## config.mk

```make
export PLATFORM = sky130hd
export DESIGN_NAME = array_linked_list_manager_flat
export DESIGN_NICKNAME = d
export VERILOG_FILES = /design/src/rtl/core/allm_pkg.sv /design/src/rtl/core/allm_req_if.sv /design/src/rtl/core/allm_rsp_if.sv /design/src/rtl/core/allm_mem.sv /design/src/rtl/core/allm_ctrl.sv /design/src/rtl/core/array_linked_list_manager.sv /design/src/flat_wrapper.sv
export SDC_FILE = /design/constraint.sdc
export NUM_CORES = 2
export LEC_CHECK = 0
export BUFFER_PORTS_ARGS = -buffer_cell sky130_fd_sc_hd__buf_2
export CAP_MARGIN = 20
export CELL_PAD_IN_SITES_DETAIL_PLACEMENT = 1
export CELL_PAD_IN_SITES_GLOBAL_PLACEMENT = 1
export CORE_AREA = 5 5 479 481
export DETAILED_ROUTE_END_ITERATION = 7
export DIE_AREA = 0 0 484 486
export GPL_TIMING_DRIVEN = 0
export PLACE_DENSITY = 0.77
export SYNTH_ARGS = -nofsm -noshare
export SYNTH_HDL_FRONTEND = slang
export SYNTH_SLANG_ARGS = --single-unit
```

## constraint.sdc

```tcl
create_clock -name clk -period 11 [get_ports clk]
set_input_delay 0.55 -clock clk [delete_from_list [all_inputs] [get_ports clk]]
set_output_delay 0.55 -clock clk [all_outputs]
set_load 0.01 [all_outputs]
```

## src/rtl/core/allm_pkg.sv

```systemverilog
// shared constants, codes and types of the array linked list manager
package allm_pkg;

  localparam int LIST_SLOTS_DEF = 64;

  localparam int MODE_W     = 2;
  localparam int DATA_W     = 32;
  localparam int STATUS_W   = 3;
  localparam int SLOT_OUT_W = 6;

  typedef logic [MODE_W-1:0]   mode_t;
  typedef logic [STATUS_W-1:0] status_t;

  localparam mode_t MODE_INS_FRONT = 2'd0;
  localparam mode_t MODE_INS_AFTER = 2'd1;
  localparam mode_t MODE_DEL_FRONT = 2'd2;
  localparam mode_t MODE_DEL_AFTER = 2'd3;

  localparam status_t ST_OK        = 3'd0;
  localparam status_t ST_FULL      = 3'd1;
  localparam status_t ST_EMPTY     = 3'd2;
  localparam status_t ST_NOT_FOUND = 3'd3;
  localparam status_t ST_NO_SUCC   = 3'd4;

  // strobes from the sequencer to the slot memories
  typedef struct packed {
    logic rd_en;
    logic link_we;
    logic value_we;
  } mem_ctl_t;

endpackage

```

## src/rtl/core/allm_req_if.sv

```systemverilog
// request channel: operation mode, search key and value to store
interface allm_req_if;
  logic                               valid;
  logic                               ready;
  logic [allm_pkg::MODE_W-1:0]        mode;
  logic signed [allm_pkg::DATA_W-1:0] match_value;
  logic signed [allm_pkg::DATA_W-1:0] item_value;

  modport source (output valid, mode, match_value, item_value, input ready);
  modport sink   (input valid, mode, match_value, item_value, output ready);
endinterface

```

## src/rtl/core/allm_rsp_if.sv

```systemverilog
// response channel: status and slot touched
interface allm_rsp_if;
  logic                            valid;
  logic                            ready;
  logic [allm_pkg::STATUS_W-1:0]   status;
  logic [allm_pkg::SLOT_OUT_W-1:0] slot;

  modport source (output valid, status, slot, input ready);
  modport sink   (input valid, status, slot, output ready);
endinterface

```

## src/rtl/core/allm_mem.sv

```systemverilog
// link and value memories of the slot pool, one write and one registered read each
module allm_mem #(
  parameter int LIST_SLOTS = allm_pkg::LIST_SLOTS_DEF,
  localparam int SLOT_W = $clog2(LIST_SLOTS),
  localparam int LINK_W = SLOT_W + 1
) (
  input  logic                        clk,
  input  allm_pkg::mem_ctl_t          mem_ctl,
  input  logic [SLOT_W-1:0]           rd_addr,
  input  logic [SLOT_W-1:0]           link_waddr,
  input  logic [LINK_W-1:0]           link_wdata,
  input  logic [SLOT_W-1:0]           value_waddr,
  input  logic [allm_pkg::DATA_W-1:0] value_wdata,
  output logic [LINK_W-1:0]           link_q,
  output logic [allm_pkg::DATA_W-1:0] value_q
);

  logic [LINK_W-1:0]           link_mem  [LIST_SLOTS];
  logic [allm_pkg::DATA_W-1:0] value_mem [LIST_SLOTS];

  always_ff @(posedge clk) begin
    if (mem_ctl.link_we) begin
      link_mem[link_waddr] <= link_wdata;
    end
    if (mem_ctl.rd_en) begin
      link_q <= link_mem[rd_addr];
    end
  end

  always_ff @(posedge clk) begin
    if (mem_ctl.value_we) begin
      value_mem[value_waddr] <= value_wdata;
    end
    if (mem_ctl.rd_en) begin
      value_q <= value_mem[rd_addr];
    end
  end

endmodule

```

## src/rtl/core/allm_ctrl.sv

```systemverilog
// request sequencer: init sweep, list walk and relinking of head and free chains
module allm_ctrl #(
  parameter int LIST_SLOTS = allm_pkg::LIST_SLOTS_DEF,
  localparam int SLOT_W = $clog2(LIST_SLOTS),
  localparam int LINK_W = SLOT_W + 1
) (
  input  logic                            clk,
  input  logic                            rst_n,
  input  logic                            in_valid,
  output logic                            in_ready,
  input  logic [allm_pkg::MODE_W-1:0]     in_mode,
  input  logic [allm_pkg::DATA_W-1:0]     in_match,
  input  logic [allm_pkg::DATA_W-1:0]     in_item,
  output logic                            res_valid,
  input  logic                            res_ready,
  output logic [allm_pkg::STATUS_W-1:0]   res_status,
  output logic [allm_pkg::SLOT_OUT_W-1:0] res_slot,
  output allm_pkg::mem_ctl_t              mem_ctl,
  output logic [SLOT_W-1:0]               rd_addr,
  output logic [SLOT_W-1:0]               link_waddr,
  output logic [LINK_W-1:0]               link_wdata,
  output logic [SLOT_W-1:0]               value_waddr,
  output logic [allm_pkg::DATA_W-1:0]     value_wdata,
  input  logic [LINK_W-1:0]               link_q,
  input  logic [allm_pkg::DATA_W-1:0]     value_q
);

  localparam logic [LINK_W-1:0] NULL_LINK = '1;
  localparam logic [SLOT_W-1:0] LAST_SLOT = SLOT_W'(LIST_SLOTS - 1);

  localparam logic [3:0] S_INIT = 4'd0;
  localparam logic [3:0] S_IDLE = 4'd1;
  localparam logic [3:0] S_SRCH = 4'd2;
  localparam logic [3:0] S_IF   = 4'd3;
  localparam logic [3:0] S_DF   = 4'd4;
  localparam logic [3:0] S_IA1  = 4'd5;
  localparam logic [3:0] S_IA2  = 4'd6;
  localparam logic [3:0] S_DA1  = 4'd7;
  localparam logic [3:0] S_DA2  = 4'd8;
  localparam logic [3:0] S_RESP = 4'd9;

  logic [3:0]                     state_r, state_nxt;
  logic [SLOT_W-1:0]              init_r, init_nxt;
  logic [LINK_W-1:0]              head_r, head_nxt;
  logic [LINK_W-1:0]              free_r, free_nxt;
  logic [SLOT_W-1:0]              cur_r, cur_nxt;
  logic [SLOT_W-1:0]              hit_r, hit_nxt;
  logic [LINK_W-1:0]              nxt_r, nxt_nxt;
  logic [allm_pkg::MODE_W-1:0]    mode_r, mode_nxt;
  logic [allm_pkg::DATA_W-1:0]    key_r, key_nxt;
  logic [allm_pkg::DATA_W-1:0]    item_r, item_nxt;
  logic [allm_pkg::STATUS_W-1:0]  status_r, status_nxt;
  logic [SLOT_W-1:0]              slot_r, slot_nxt;

  function automatic logic is_slot(input logic [LINK_W-1:0] v);
    return v < LINK_W'(LIST_SLOTS);
  endfunction

  always_comb begin
    state_nxt   = state_r;
    init_nxt    = init_r;
    head_nxt    = head_r;
    free_nxt    = free_r;
    cur_nxt     = cur_r;
    hit_nxt     = hit_r;
    nxt_nxt     = nxt_r;
    mode_nxt    = mode_r;
    key_nxt     = key_r;
    item_nxt    = item_r;
    status_nxt  = status_r;
    slot_nxt    = slot_r;
    mem_ctl     = '0;
    rd_addr     = cur_r;
    link_waddr  = cur_r;
    link_wdata  = free_r;
    value_waddr = free_r[SLOT_W-1:0];
    value_wdata = item_r;
    in_ready    = 1'b0;
    res_valid   = 1'b0;

    case (state_r)
      S_INIT: begin
        // chain every slot into the free list, last one ends it
        mem_ctl.link_we = 1'b1;
        link_waddr      = init_r;
        if (init_r == LAST_SLOT) begin
          link_wdata = NULL_LINK;
          state_nxt  = S_IDLE;
        end else begin
          link_wdata = {1'b0, init_r} + LINK_W'(1);
          init_nxt   = init_r + SLOT_W'(1);
        end
      end
      S_IDLE: begin
        in_ready = 1'b1;
        if (in_valid) begin
          mode_nxt   = in_mode;
          key_nxt    = in_match;
          item_nxt   = in_item;
          status_nxt = allm_pkg::ST_OK;
          slot_nxt   = '0;
          cur_nxt    = head_r[SLOT_W-1:0];
          rd_addr    = head_r[SLOT_W-1:0];
          case (in_mode)
            allm_pkg::MODE_INS_FRONT: begin
              if (!is_slot(free_r)) begin
                status_nxt = allm_pkg::ST_FULL;
                state_nxt  = S_RESP;
              end else begin
                mem_ctl.rd_en = 1'b1;
                rd_addr       = free_r[SLOT_W-1:0];
                state_nxt     = S_IF;
              end
            end
            allm_pkg::MODE_INS_AFTER: begin
              if (!is_slot(head_r)) begin
                status_nxt = allm_pkg::ST_EMPTY;
                state_nxt  = S_RESP;
              end else if (!is_slot(free_r)) begin
                status_nxt = allm_pkg::ST_FULL;
                state_nxt  = S_RESP;
              end else begin
                mem_ctl.rd_en = 1'b1;
                state_nxt     = S_SRCH;
              end
            end
            allm_pkg::MODE_DEL_FRONT: begin
              if (!is_slot(head_r)) begin
                status_nxt = allm_pkg::ST_EMPTY;
                state_nxt  = S_RESP;
              end else begin
                mem_ctl.rd_en = 1'b1;
                state_nxt     = S_DF;
              end
            end
            default: begin
              if (!is_slot(head_r)) begin
                status_nxt = allm_pkg::ST_EMPTY;
                state_nxt  = S_RESP;
              end else begin
                mem_ctl.rd_en = 1'b1;
                state_nxt     = S_SRCH;
              end
            end
          endcase
        end
      end
      S_SRCH: begin
        // read data belongs to cur_r; the next node's read goes out straight from link_q
        if (value_q == key_r) begin
          hit_nxt = cur_r;
          nxt_nxt = link_q;
          if (mode_r == allm_pkg::MODE_INS_AFTER) begin
            mem_ctl.rd_en = 1'b1;
            rd_addr       = free_r[SLOT_W-1:0];
            state_nxt     = S_IA1;
          end else if (!is_slot(link_q)) begin
            status_nxt = allm_pkg::ST_NO_SUCC;
            state_nxt  = S_RESP;
          end else begin
            mem_ctl.rd_en = 1'b1;
            rd_addr       = link_q[SLOT_W-1:0];
            state_nxt     = S_DA1;
          end
        end else if (is_slot(link_q)) begin
          mem_ctl.rd_en = 1'b1;
          rd_addr       = link_q[SLOT_W-1:0];
          cur_nxt       = link_q[SLOT_W-1:0];
        end else begin
          status_nxt = allm_pkg::ST_NOT_FOUND;
          state_nxt  = S_RESP;
        end
      end
      S_IF: begin
        mem_ctl.value_we = 1'b1;
        mem_ctl.link_we  = 1'b1;
        link_waddr       = free_r[SLOT_W-1:0];
        link_wdata       = head_r;
        head_nxt         = free_r;
        free_nxt         = link_q;
        slot_nxt         = free_r[SLOT_W-1:0];
        state_nxt        = S_RESP;
      end
      S_DF: begin
        mem_ctl.link_we = 1'b1;
        link_waddr      = head_r[SLOT_W-1:0];
        link_wdata      = free_r;
        free_nxt        = head_r;
        head_nxt        = link_q;
        slot_nxt        = head_r[SLOT_W-1:0];
        state_nxt       = S_RESP;
      end
      S_IA1: begin
        // new node takes the matched node's successor
        mem_ctl.value_we = 1'b1;
        mem_ctl.link_we  = 1'b1;
        link_waddr       = free_r[SLOT_W-1:0];
        link_wdata       = nxt_r;
        free_nxt         = link_q;
        slot_nxt         = free_r[SLOT_W-1:0];
        state_nxt        = S_IA2;
      end
      S_IA2: begin
        mem_ctl.link_we = 1'b1;
        link_waddr      = hit_r;
        link_wdata      = {1'b0, slot_r};
        state_nxt       = S_RESP;
      end
      S_DA1: begin
        // unlink the successor of the matched node
        mem_ctl.link_we = 1'b1;
        link_waddr      = hit_r;
        link_wdata      = link_q;
        state_nxt       = S_DA2;
      end
      S_DA2: begin
        mem_ctl.link_we = 1'b1;
        link_waddr      = nxt_r[SLOT_W-1:0];
        link_wdata      = free_r;
        free_nxt        = nxt_r;
        slot_nxt        = nxt_r[SLOT_W-1:0];
        state_nxt       = S_RESP;
      end
      S_RESP: begin
        res_valid = 1'b1;
        if (res_ready) begin
          state_nxt = S_IDLE;
        end
      end
      default: begin
        state_nxt = S_IDLE;
      end
    endcase
  end

  assign res_status = status_r;
  assign res_slot   = allm_pkg::SLOT_OUT_W'(slot_r);

  always_ff @(posedge clk) begin
    if (!rst_n) begin
      state_r <= S_INIT;
      init_r  <= '0;
      head_r  <= NULL_LINK;
      free_r  <= '0;
    end else begin
      state_r <= state_nxt;
      init_r  <= init_nxt;
      head_r  <= head_nxt;
      free_r  <= free_nxt;
    end
  end

  always_ff @(posedge clk) begin
    cur_r    <= cur_nxt;
    hit_r    <= hit_nxt;
    nxt_r    <= nxt_nxt;
    mode_r   <= mode_nxt;
    key_r    <= key_nxt;
    item_r   <= item_nxt;
    status_r <= status_nxt;
    slot_r   <= slot_nxt;
  end

endmodule

```

## src/rtl/core/array_linked_list_manager.sv

```systemverilog
// Singly linked list kept in a pool of LIST_SLOTS slots with a free chain, one request at a
// time. After reset the block chains every slot into the free list and takes no request
// during that sweep. Insert front and delete front read the free or head slot on acceptance
// and relink it in S_IF or S_DF before the response state; the searching modes walk the list
// one node per cycle through the read port of the link and value memories and, on a match,
// relink through S_IA1 and S_IA2 or S_DA1 and S_DA2. Early status results (empty, full) go
// straight to the response state without a memory read. A new request is accepted once the
// previous result has moved into the output register.
module array_linked_list_manager #(
  parameter int LIST_SLOTS = allm_pkg::LIST_SLOTS_DEF
) (
  input  logic       clk,
  input  logic       rst_n,
  allm_req_if.sink   in_ch,
  allm_rsp_if.source out_ch
);

  localparam int SLOT_W = $clog2(LIST_SLOTS);
  localparam int LINK_W = SLOT_W + 1;

  allm_pkg::mem_ctl_t              mem_ctl;
  logic [SLOT_W-1:0]               rd_addr;
  logic [SLOT_W-1:0]               link_waddr;
  logic [LINK_W-1:0]               link_wdata;
  logic [SLOT_W-1:0]               value_waddr;
  logic [allm_pkg::DATA_W-1:0]     value_wdata;
  logic [LINK_W-1:0]               link_q;
  logic [allm_pkg::DATA_W-1:0]     value_q;
  logic                            res_valid;
  logic                            res_ready;
  logic [allm_pkg::STATUS_W-1:0]   res_status;
  logic [allm_pkg::SLOT_OUT_W-1:0] res_slot;

  logic                            out_valid_r;
  logic [allm_pkg::STATUS_W-1:0]   out_status_r;
  logic [allm_pkg::SLOT_OUT_W-1:0] out_slot_r;

  allm_ctrl #(.LIST_SLOTS(LIST_SLOTS)) u_ctrl (
    .clk         (clk),
    .rst_n       (rst_n),
    .in_valid    (in_ch.valid),
    .in_ready    (in_ch.ready),
    .in_mode     (in_ch.mode),
    .in_match    (in_ch.match_value),
    .in_item     (in_ch.item_value),
    .res_valid   (res_valid),
    .res_ready   (res_ready),
    .res_status  (res_status),
    .res_slot    (res_slot),
    .mem_ctl     (mem_ctl),
    .rd_addr     (rd_addr),
    .link_waddr  (link_waddr),
    .link_wdata  (link_wdata),
    .value_waddr (value_waddr),
    .value_wdata (value_wdata),
    .link_q      (link_q),
    .value_q     (value_q)
  );

  allm_mem #(.LIST_SLOTS(LIST_SLOTS)) u_mem (
    .clk         (clk),
    .mem_ctl     (mem_ctl),
    .rd_addr     (rd_addr),
    .link_waddr  (link_waddr),
    .link_wdata  (link_wdata),
    .value_waddr (value_waddr),
    .value_wdata (value_wdata),
    .link_q      (link_q),
    .value_q     (value_q)
  );

  // output word register, refilled as it drains
  assign res_ready = !out_valid_r || out_ch.ready;

  always_ff @(posedge clk) begin
    if (!rst_n) begin
      out_valid_r <= 1'b0;
    end else if (res_ready) begin
      out_valid_r <= res_valid;
    end
  end

  always_ff @(posedge clk) begin
    if (res_valid && res_ready) begin
      out_status_r <= res_status;
      out_slot_r   <= res_slot;
    end
  end

  assign out_ch.valid  = out_valid_r;
  assign out_ch.status = out_status_r;
  assign out_ch.slot   = out_slot_r;

endmodule

```

## src/flat_wrapper.sv

```systemverilog
// flat-port wrapper written by rule: the top's interface ports become plain ports
module array_linked_list_manager_flat 
#(
  parameter int LIST_SLOTS = allm_pkg::LIST_SLOTS_DEF
)
  (clk, rst_n, in_ch_valid, in_ch_mode, in_ch_match_value, in_ch_item_value, in_ch_ready, out_ch_valid, out_ch_status, out_ch_slot, out_ch_ready);
  allm_req_if in_ch_i ();
  allm_rsp_if out_ch_i ();
  input  logic clk;
  input  logic rst_n;
  input wire logic [$bits(in_ch_i.valid)-1:0] in_ch_valid;
  input wire logic [$bits(in_ch_i.mode)-1:0] in_ch_mode;
  input wire logic [$bits(in_ch_i.match_value)-1:0] in_ch_match_value;
  input wire logic [$bits(in_ch_i.item_value)-1:0] in_ch_item_value;
  output wire logic [$bits(in_ch_i.ready)-1:0] in_ch_ready;
  output wire logic [$bits(out_ch_i.valid)-1:0] out_ch_valid;
  output wire logic [$bits(out_ch_i.status)-1:0] out_ch_status;
  output wire logic [$bits(out_ch_i.slot)-1:0] out_ch_slot;
  input wire logic [$bits(out_ch_i.ready)-1:0] out_ch_ready;
  assign in_ch_i.valid = in_ch_valid;
  assign in_ch_i.mode = in_ch_mode;
  assign in_ch_i.match_value = in_ch_match_value;
  assign in_ch_i.item_value = in_ch_item_value;
  assign in_ch_ready = in_ch_i.ready;
  assign out_ch_valid = out_ch_i.valid;
  assign out_ch_status = out_ch_i.status;
  assign out_ch_slot = out_ch_i.slot;
  assign out_ch_i.ready = out_ch_ready;
  array_linked_list_manager #(.LIST_SLOTS(LIST_SLOTS)) u_core (.clk(clk), .rst_n(rst_n), .in_ch(in_ch_i), .out_ch(out_ch_i));
endmodule
```

==> results.yml <==
synthesis:
  synthArstFlopShare_pct: 0
  ys_seq_area_share_pct: 77.5
  syn_avg_cell_area_um2: 18.2
  synth_compound_area_share_pct: 5.93
  yosys.area_share.adder_pct: 0.0122
  yosysTopAreaCellShare_pct: 77.0
  muxShareOfSynthArea_pct: 12.3
  synth_top_family_by_area: "multiplexers"
  netlist_instances: 5654
  yosys-top-cells-area: "edfxtp_1 (77%), mux2i_1 (12%), o22ai_1 (3.6%)"
  yosys_warnings: 0
  syn_area_um2: 103000
  synth_ff_type: "edfxtp_1"
  synth-edff-count: 2638
  ys_top_cells_by_count: "edfxtp_1 (2638), mux2i_1 (1248), o22ai_1 (587)"
  synth_simple_gate_area_share_pct: 2.13
  synth_xor_area_share_pct: 0.324
  synthesis.nets: 5725
  ys_ff_latch: 2663
  synth_cell_types: 67
  yosysMostFrequentCell: "edfxtp_1"
  synth_top_area_cell: "edfxtp_1"
drt:
  wl_per_cell_um: 38.3
  dr.pass1.iters: 8
  drt_iter0_drc: 9574
  drc_errors: 0
  routed_via_density: 6.59
  ant_nets: 0
  wirelength_um: 364000
  vias: 62700
global_route:
  grt_max_degree: 45
  gr-total-overflow: 0
  grt_pass1_vias: 64200
  antenna_found_initial: 25
  grt_pass1_wl_um: 502000
  grt.total_usage_pct: 30.1
critical_path:
  critPathRequiredTime_ns: 11.46
  crit_arrival_ns: 9.03
  critPathLaunchType: "flip-flop"
  worst-setup-path-type: "flip-flop to flip-flop"
  critPathLaunch: "u_core.u_ctrl.key_r[27]"
  reg2reg_from: "u_core.u_ctrl.key_r[27]"
  critPathMaxFanout: 10
  end_kind: "flip-flop"
placement:
  io_buffer_count: 80
  place_hpwl_um: 249000
  dpl_cell_area_um2: 112000
  place_congestion: 0.956
  post-place-ws_ns: 2.89
cts:
  cts_tree: "built"
  cts_max_level: 5
  clockBufferDepth: 4
  clkTransAtPathRegs_ns: 0.06
  cts_setup_buffers: 0
  cts_root_buf: "clkbuf_16"
  clkLatencyLatePin_ns: 0.97
  clock-sinks: 2663
  numCtsBuffers: 285
  cts-resized-gates: 0
sta:
  fin_tns_setup_ns: 0
  fin_ws_ns: 2.43
  setup_viol: 0
  grt_setup_unrepaired: "no"
  finalClockSkew_ns: 0.0778
  min_period_ns: 8.57
  max_slew.worst_pin.slew_ns: 1.23
  hold_viol_final: 0
  achievable-frequency_mhz: 117
  period_share_pct: 77.9
  max_slew_margin_pct: 17.1
  final_max_slew_viol_count: 0
floorplan:
  initial_utilization_pct: 45.8
  core-area_um2: 224000
  die-area_um2: 235000
  fp.dieW_um: 484
  row_count: 174
  io_pins: 81
  die_height_um: 486
finish:
  drive_gt1_share_pct: 14.9
  layout.nets: 6384
  area_growth_pct: 18.0
  num-fill-cells: 20100
  design_area_um2: 121000
min_path:
  hold_class: "input pin to flip-flop"
  min-delay-start: "out_ch_ready"
flow_run:
  drv_cap: 0
run_status:
  status: "completed"
pwr:
  powerDensity_nw_per_um2: 196
  peakVddDrop_mv: 0.196
  leakagePower_nw: 38.9
==> cell usage in the layout (no fill, tap or decap), types with 18 or more instances in the layout <==
master and count:
o21ai_0 28, o41ai_1 76, buf_4 111, mux2i_1 1248, buf_12 62, xnor2_1 18, nand2_1 112, diode_2 22
edfxtp_1 2638, nor2_4 62, nor4_1 40, nand3_1 25, buf_6 33, nor4_2 20, o41ai_2 22, o2111ai_1 30
nor2_1 114, clkbuf_1 202, dlygate4sd3_1 66, a21oi_1 24, buf_16 84, o22ai_1 586, dfxtp_1 25, xor2_1 20
buf_2 162, clkinv_1 47, clkbuf_16 292, clkinv_2 40, a32oi_1 26, buf_1 29
==> through the flow <==
step	power [mW]	utilization, %	std cells	hold slack [ns]
floorplan	13.1	-	5654	0.400
global placement	14.3	47.7	8726	0.492
detailed placement	14.6	49.9	8938	0.496
CTS	23.6	54.0	9478	0.0472
global route	24.2	54.1	9492	0.0905
finish	23.7	54.1	9514	0.0669
==> kinds of logic (layout without fill, tap and decap cells) <==
logic type | count (synthesis) | in the layout
mux | 1257 | 1257
buf+inv | 342 | 1188
other cells | 0 | 22
xor+xnor | 38 | 38
compound gates | 892 | 892
flops | 2663 | 2663
fa+ha+maj | 1 | 1
simple gates | 461 | 461
==> power by group <==
part / leakage, nW / internal [mW] / switching (mW) / total, mW
registers: 24.0 / 11.5 / 0.0887 / 11.5
logic: 10.7 / 0.910 / 2.15 / 3.06
clock network: 4.16 / 5.19 / 3.94 / 9.14
total: 38.9 / 17.6 / 6.18 / 23.7
==> area by class of cell <==
type                            instances  area, µm²  share of cell area (%)
Sequential cell                      2663      79700                    65.7
Tap cell                             2992       3740                    3.09
Antenna cell                           22       55.1                  0.0454
Timing Repair Buffer                  372       5280                    4.36
Buffer                                330       1810                    1.50
Clock inverter                        117        957                   0.789
Multi-Input combinational cell       2649      22100                    18.2
Clock buffer                          357       7550                    6.23
Inverter                               12       47.5                  0.0392
==> timing repair <==
action | 4_1_cts | 5_1_grt
hold endpoints to repair | 66 | 0
hold buffers | 66 | 0
setup endpoints to repair | 0 | 0
==> sequential cells by signal (all words and copies together) (netlist names), 4 cells and up <==
| signal | flops |
|---|---|
| u_core.u_ctrl.cur_r | 6 |
| u_core.u_mem.value_q | 32 |
| u_core.u_mem.value_mem | 2048 |
| u_core.u_ctrl.free_r | 7 |
| u_core.u_mem.link_mem | 448 |
| u_core.u_ctrl.hit_r | 6 |
| u_core.u_ctrl.res_slot | 6 |
| u_core.u_ctrl.init_r | 6 |
| u_core.out_ch.slot | 6 |
| u_core.u_ctrl.head_r | 7 |
| u_core.u_ctrl.key_r | 32 |
| u_core.u_ctrl.value_wdata | 32 |
| u_core.u_ctrl.state_r | 4 |
| u_core.u_mem.link_q | 7 |
| u_core.u_ctrl.nxt_r | 7 |
==> worst paths after layout <==
kind,endpoint,slack (ns),cells past startpoint
worst max register to register,u_core.u_mem.value_q[1],2.43,12
worst min-delay path,u_core.out_ch.valid,0.07,4
worst max-delay path,u_core.u_mem.value_q[1],2.43,12
worst min register to register,u_core.out_ch.status[2],0.48,0
==> metal layers <==
layer / GRT usage, % / part of all wire (%) / routed length (µm) / vias to the layer above
li1: - / - / - / 24400
met4: 19.0 / 7.3 / 26700 / 12
met1: 37.4 / 35 / 128000 / 32300
met2: 46.8 / 46 / 167000 / 4817
met5: 0 / 0.018 / 64 / -
met3: 8.45 / 12 / 43300 / 1111
==> critical path: stages, from the launching register on <==
cell and delay (ns):
edfxtp_1 0.55, xnor2_1 0.23, nand4_1 0.60, or4_1 0.91, nor3_1 0.71, o211ai_1 0.53
nand4_1 0.33, buf_2 0.51, buf_2 0.64, clkbuf_1 0.89, o22ai_1 0.26, o41ai_1 1.14
o2111ai_1 0.71
Power figures use the tool's default switching activity.
